==> src/rtl/core/tri_perim_pkg.sv <==
// Shared widths, constants and cell data types for the triangle perimeter core.
package tri_perim_pkg;

    localparam int COORD_WIDTH = 16;
    localparam int DIFF_WIDTH  = COORD_WIDTH + 1;
    localparam int SQ_WIDTH    = 2 * DIFF_WIDTH;
    localparam int SUM_WIDTH   = SQ_WIDTH + 1;
    localparam int SIDE_WIDTH  = COORD_WIDTH + 1;
    localparam int PERIM_WIDTH = COORD_WIDTH + 3;
    localparam int ROOT_STEPS  = (SUM_WIDTH + 1) / 2;
    localparam int REM_WIDTH   = ROOT_STEPS + 2;
    localparam int PAD_WIDTH   = 2 * ROOT_STEPS;

    localparam int NUM_SIDES   = 3;

    // One side's square root in flight: the bits of the radicand not yet
    // consumed, the partial remainder and the partial root.
    typedef struct packed {
        logic [PAD_WIDTH-1:0]  radicand;
        logic [REM_WIDTH-1:0]  remainder;
        logic [SIDE_WIDTH-1:0] root;
    } root_lane_t;

    // What one cell of the chain holds for one triangle.
    typedef struct packed {
        logic                           valid;
        root_lane_t [NUM_SIDES-1:0]     lane;
    } cell_data_t;

endpackage

==> src/rtl/core/tri_perim_front.sv <==
// Front end: coordinate differences, their squares and the sums of squares.
module tri_perim_front
(
    input  logic                                      clk,
    input  logic                                      rst_n,
    input  logic                                      advance,
    input  logic                                      in_valid,
    input  logic signed [tri_perim_pkg::COORD_WIDTH-1:0] ax,
    input  logic signed [tri_perim_pkg::COORD_WIDTH-1:0] ay,
    input  logic signed [tri_perim_pkg::COORD_WIDTH-1:0] bx,
    input  logic signed [tri_perim_pkg::COORD_WIDTH-1:0] by,
    input  logic signed [tri_perim_pkg::COORD_WIDTH-1:0] cx,
    input  logic signed [tri_perim_pkg::COORD_WIDTH-1:0] cy,
    output tri_perim_pkg::cell_data_t                 cell_out
);

    localparam int DW = tri_perim_pkg::DIFF_WIDTH;
    localparam int SW = tri_perim_pkg::SQ_WIDTH;

    // Stage one registers the absolute differences, stage two the sums of squares.
    logic                          valid1_reg;
    logic [DW-2:0]                 dx_reg [tri_perim_pkg::NUM_SIDES];
    logic [DW-2:0]                 dy_reg [tri_perim_pkg::NUM_SIDES];
    logic [DW-2:0]                 dx_next [tri_perim_pkg::NUM_SIDES];
    logic [DW-2:0]                 dy_next [tri_perim_pkg::NUM_SIDES];
    logic                          valid2_reg;
    logic [tri_perim_pkg::SUM_WIDTH-1:0] sum_reg [tri_perim_pkg::NUM_SIDES];

    function automatic logic [DW-2:0] abs_diff(
        input logic signed [tri_perim_pkg::COORD_WIDTH-1:0] p,
        input logic signed [tri_perim_pkg::COORD_WIDTH-1:0] q
    );
        logic signed [DW-1:0] d;
        logic        [DW-1:0] m;
        d = DW'(q) - DW'(p);
        m = d[DW-1] ? (~d + 1'b1) : d;
        // Magnitude never exceeds 2^COORD_WIDTH - 1.
        return m[DW-2:0];
    endfunction

    always_comb
    begin
        dx_next[0] = abs_diff(ax, bx);
        dy_next[0] = abs_diff(ay, by);
        dx_next[1] = abs_diff(bx, cx);
        dy_next[1] = abs_diff(by, cy);
        dx_next[2] = abs_diff(cx, ax);
        dy_next[2] = abs_diff(cy, ay);
    end

    always_ff @(posedge clk or negedge rst_n)
    begin
        if (!rst_n)
        begin
            valid1_reg <= 1'b0;
            valid2_reg <= 1'b0;
        end
        else if (advance)
        begin
            valid1_reg <= in_valid;
            valid2_reg <= valid1_reg;
        end
    end

    always_ff @(posedge clk)
    begin
        if (advance)
        begin
            for (int s = 0; s < tri_perim_pkg::NUM_SIDES; s++)
            begin
                dx_reg[s]  <= dx_next[s];
                dy_reg[s]  <= dy_next[s];
                sum_reg[s] <= tri_perim_pkg::SUM_WIDTH'(SW'(dx_reg[s]) * SW'(dx_reg[s]))
                            + tri_perim_pkg::SUM_WIDTH'(SW'(dy_reg[s]) * SW'(dy_reg[s]));
            end
        end
    end

    always_comb
    begin
        cell_out.valid = valid2_reg;
        for (int s = 0; s < tri_perim_pkg::NUM_SIDES; s++)
        begin
            cell_out.lane[s].radicand  = tri_perim_pkg::PAD_WIDTH'(sum_reg[s]);
            cell_out.lane[s].remainder = '0;
            cell_out.lane[s].root      = '0;
        end
    end

endmodule

==> config.mk <==
export PLATFORM = sky130hd
export DESIGN_NAME = tri_perim_front
export DESIGN_NICKNAME = d
export VERILOG_FILES = /design/src/rtl/core/tri_perim_pkg.sv /design/src/rtl/core/tri_perim_front.sv
export SDC_FILE = /design/constraint.sdc
export NUM_CORES = 2
export LEC_CHECK = 0
export BUFFER_PORTS_ARGS = -buffer_cell sky130_fd_sc_hd__buf_2
export CELL_PAD_IN_SITES_DETAIL_PLACEMENT = 0
export CELL_PAD_IN_SITES_GLOBAL_PLACEMENT = 1
export CORE_ASPECT_RATIO = 0.7
export CORE_MARGIN = 5
export CORE_UTILIZATION = 50
export CTS_CLUSTER_DIAMETER = 200
export DETAILED_ROUTE_END_ITERATION = 8
export PLACE_DENSITY = 0.84
export SLEW_MARGIN = 20
export SYNTH_ARGS = -nofsm -noshare
export SYNTH_HDL_FRONTEND = slang
export SYNTH_SLANG_ARGS = --single-unit
==> constraint.sdc <==
create_clock -name clk -period 9.8 [get_ports clk]
set_input_delay 1.96 -clock clk [delete_from_list [all_inputs] [get_ports clk]]
set_output_delay 1.96 -clock clk [all_outputs]
set_load 0.05 [all_outputs]
==> After elaboration in Yosys (flattened, before gate mapping) <==
Memory sizes are Yosys's and may differ from the RTL's.
Cells that the tools add are included.
{ "word_totals": {"ff_bits": 2, "latchBits": 0, "ramBits": 195, "rom_bits": 0, "in_bits": 100, "output_inout_bits": 220, "elab_cells": 40, "n_memories": 3} }
{ "memory_table": {"columns": ["memory", "words", "word_bits", "rd", "rd_clocked_by_memory_dff", "wr", "line_no", "rtl"], "rows": [
  ["sum_reg", 3, 33, 3, 0, 3, "tri_perim_front.sv:27", "logic [tri_perim_pkg::SUM_WIDTH-1:0] sum_reg [tri_perim_pkg::NUM_SIDES];"],
  ["dx_reg", 3, 16, 3, 0, 3, "tri_perim_front.sv:22", "logic [DW-2:0] dx_reg [tri_perim_pkg::NUM_SIDES];"],
  ["dy_reg", 3, 16, 3, 0, 3, "tri_perim_front.sv:23", "logic [DW-2:0] dy_reg [tri_perim_pkg::NUM_SIDES];"]
]} }
{ "op_classes": {"add_sub_neg": 15, "mul": 6, "n_div": 0, "n_lt_le_gt_ge": 0, "eq_ne": 0, "n_shift": 0, "mux": 8, "bitwise": 6, "reduce_logical": 0} }
{ "op_table": {"columns": ["operator", "count"], "rows": [
  ["multiplier 16 x 16 -> 32 bit", 6],
  ["subtractor 16 x 16 -> 17 bit", 6],
  ["adder 32 x 32 -> 33 bit", 3],
  ["adder 16 x 1 -> 16 bit (second input constant)", 6],
  ["2-to-1 mux 16 bit", 6],
  ["NOT 16 bit", 6],
  ["2-to-1 mux 1 bit", 2]
]} }

==> Depth between registers and ports, before layout <==
{ "logic_depth": {"depth_word": 4, "mapped_depth": 28, "mapped_depth_nobuf": 27} }

==> Worst setup path before layout <==
OpenSTA, ideal clock, no wires.
{ "synth_timing": {"path_kind": "reg-to-reg", "start": "memory dx_reg[0][20] (netlist name)", "end": "memory sum_reg[0][65] (netlist name) (data pin)", "setup_ns": 0.262, "arrival_ns": 6.889, "path_slack_ns": 2.649, "path_stages_with_launch": 24, "n_path_buf": 1, "period_less_slack_ns": 7.151, "cell_sequence": "edfxtp_1 -> clkbuf_1 -> nand2_1 -> fa_1 -> inv_1 -> fa_1 -> inv_1 -> fa_1 -> fa_1 -> fa_1 -> inv_1 -> fa_1 -> fa_1 -> fa_1 -> ha_1 -> and2_1 -> a221oi_1 -> nor2b_1 -> a31oi_1 -> o2111ai_1 -> nand3_1 -> a211o_1 -> a21oi_1 -> xor2_1"} }
{ "synth_rtl": {"columns": ["item", "line_no"], "rows": [
  ["start: declaration", "tri_perim_front.sv:22"],
  ["end: declaration", "tri_perim_front.sv:27"]
]} }

==> results.toml <==
[clock_tree]
cts_tree = "yes"
cts_root_buffer = "clkbuf_16"
hold_buffers = 0
clkTransAtPathRegs_ns = 0.09
h-tree-depth = 4
cts_buffer_depth = 2
cts.sinks = 197
ctsResizeCount = 0
numCtsBuffers = 17
postCtsSetupBuffers = 0
clk_latency_ns = 0.56

[floorplanning]
io-pin-count = 320
start_util_pct = 50.5
die-area_sq_um = 123000
rows = 104
die_x_microns = 418
coreArea_sq_um = 115000
die_h_microns = 295

[synth]
yosys.area_share.adder_pct = 54.9
synth_area_leaders = "fa_1 (40%), ha_1 (15%), inv_1 (11%)"
synthMuxAreaShare_pct = 0.424
synth.avg_cell_area_sq_um = 9.62
synth_async_sr_flop_share_pct = 1.02
synth_ff_type = "edfxtp_1"
synth-simple-area-share_pct = 10.9
synth_top_family_by_area = "adder cells"
yosysSeqAreaShare_pct = 10.2
yosysMostFrequentCell = "inv_1"
synth_top_cells_by_count = "inv_1 (1640), fa_1 (1152), ha_1 (707)"
yosysTopAreaCellShare_pct = 39.7
yosysTopAreaCell = "fa_1"
yosys.area_share.xor_xnor_pct = 4.08
synth-compound-area-share_pct = 6.55
synth_seq_cells = 197
synth_cell_type_count = 91
yosysWarnings = 0
netlist_area_sq_um = 58200
synth-edff-count = 195
synth_cells = 6048

[worst_setup_path]
cpMaxStageDelayCell = "a2111oi_1"
crit_type = "flop to flop"
cp.required_ns = 10.11
crit_path_frequent_cell = "fa_1"
crit_arrival_ns = 8.64
cp_slowest_stage_delay_ns = 0.87
cp-end-kind = "flop"
critPathBufInv = 5
cp_top_family = "adder cells"
crit_chain = "inv_1, nor2_1, inv_1, fa_1, fa_1, inv_1, fa_1, inv_1, fa_1, inv_1, fa_1, fa_1, fa_1, fa_1, ha_1, nand4_1, o31ai_1, a31oi_1, a2111oi_1, a21oi_1, xnor2_1"
rrSetupSlack_ns = 1.47
path_max_fanout = 17
critPathLaunchType = "flop"

[sta]
fin_crit_sh_pct = 85.0
final.setup_skew_ns = 0.0283
finalSetupViolCount = 0
drv_slew = 0
final-hold-violation-count = 0
fin_ws_ns = 1.47
tightest_slew_ns = 1.13
rsz0062_at_grt = "false"
fmax_mhz = 120
final.setup.tns_ns = 0
fin_crit_ns = 8.33
maxSlewHeadroom_pct = 24.0

[finish]
fin_nets = 8110
syn2layout_area_growth_pct = 4.72
largest_reg_flops = 99
layout-drive-gt1-share_pct = 5.35

[drt]
routed.top_layer = "met5"
route.detailed.drc = 0
wl_per_cell_microns = 18.7
drtPass1Iterations = 5
wl_met2_microns = 62900
wl_met3_microns = 10900
wl_microns = 144000
drt.antenna.violating_nets = 0
drt-met1-wl_microns = 66900
avgViaCountPerCell = 5.13
via_count = 39577
initialDrtViolationCount = 2382

[hold_path]
worstHoldPathType = "flop to flop"

[place]
gp_congestion = 0.918
preCtsSetupSlack_ns = 1.27
io_buffers = 199
hpwl_microns = 127000

[grt]
grt_max_degree = 88
grt.total_usage_pct = 24.4
antenna_found_initial = 35
grt-ovfl-total = 0
grt_pass1_wl_microns = 234000
grt_pass1_vias = 42223

[run_status]
outcome = "finished, final reports clean"

[flow_run]
drv_cap = 0
==> final timing paths <==
check                         startpoint             end  depth (start not counted)
setup reg to reg           dy_reg[0][33]  sum_reg[0][97]                         21
max in group asynchronous          rst_n      valid1_reg                          1
hold reg to reg               valid2_reg      valid2_reg                          1
hold / removal                valid2_reg      valid2_reg                          1
setup / recovery           dy_reg[0][33]  sum_reg[0][97]                         21
min in group asynchronous          rst_n      valid2_reg                          1
==> cells in the final DEF (no fill, tap or decap), types with 24 or more instances in the layout <==
cell	count
o21bai_1	25
and2_1	383
o21ai_0	65
xor2_1	81
nor2b_1	50
nand2b_1	29
nand3_1	43
inv_1	1640
nor2_1	190
buf_4	24
edfxtp_1	195
ha_1	707
nand2_1	378
xnor2_1	190
o21a_1	26
nor3_1	41
buf_2	198
a31oi_1	30
fa_1	1152
conb_1	120
a21o_1	88
a21oi_1	158
and3_1	28
==> routing by layer <==
metal  global-route usage (%)  vias to the layer above
li1                         -                    18440
met3                     5.21                      167
met5                        0                        -
met1                     36.2                    19824
met4                     5.70                       18
met2                     37.0                     1128
==> area by class of cell <==
type                    count  area (sq um)
repair buffers            223          1190
fillers                 10490         54300
well taps                1537          1920
inverters                1640          6160
clock buffers              17           425
multi-input cells        4072         45100
flip-flops and latches    197          5910
diodes                     11          27.5
clock inverters            15           161
==> cell families after synthesis <==
kind of cell    Yosys count
fa+ha+maj              1859
compound gates          561
buf+inv                1898
flops                   197
xor+xnor                271
mux                      23
simple gates           1238
other cells               1
==> through the flow <==
stage	hold WS, ns	instance area (sq um)	instances	util, %
after floorplan	0.475	58600	6167	-
after global placement	0.484	60300	7669	52.3
after detailed placement	0.491	60300	7669	52.3
after CTS	0.518	60900	7701	52.9
after global routing	0.532	60900	7707	52.9
final	0.510	60900	7712	52.9
Power is left out: the tool's default activity adds up to more than one toggle a clock period on the data nets, which glitch-free logic cannot reach.
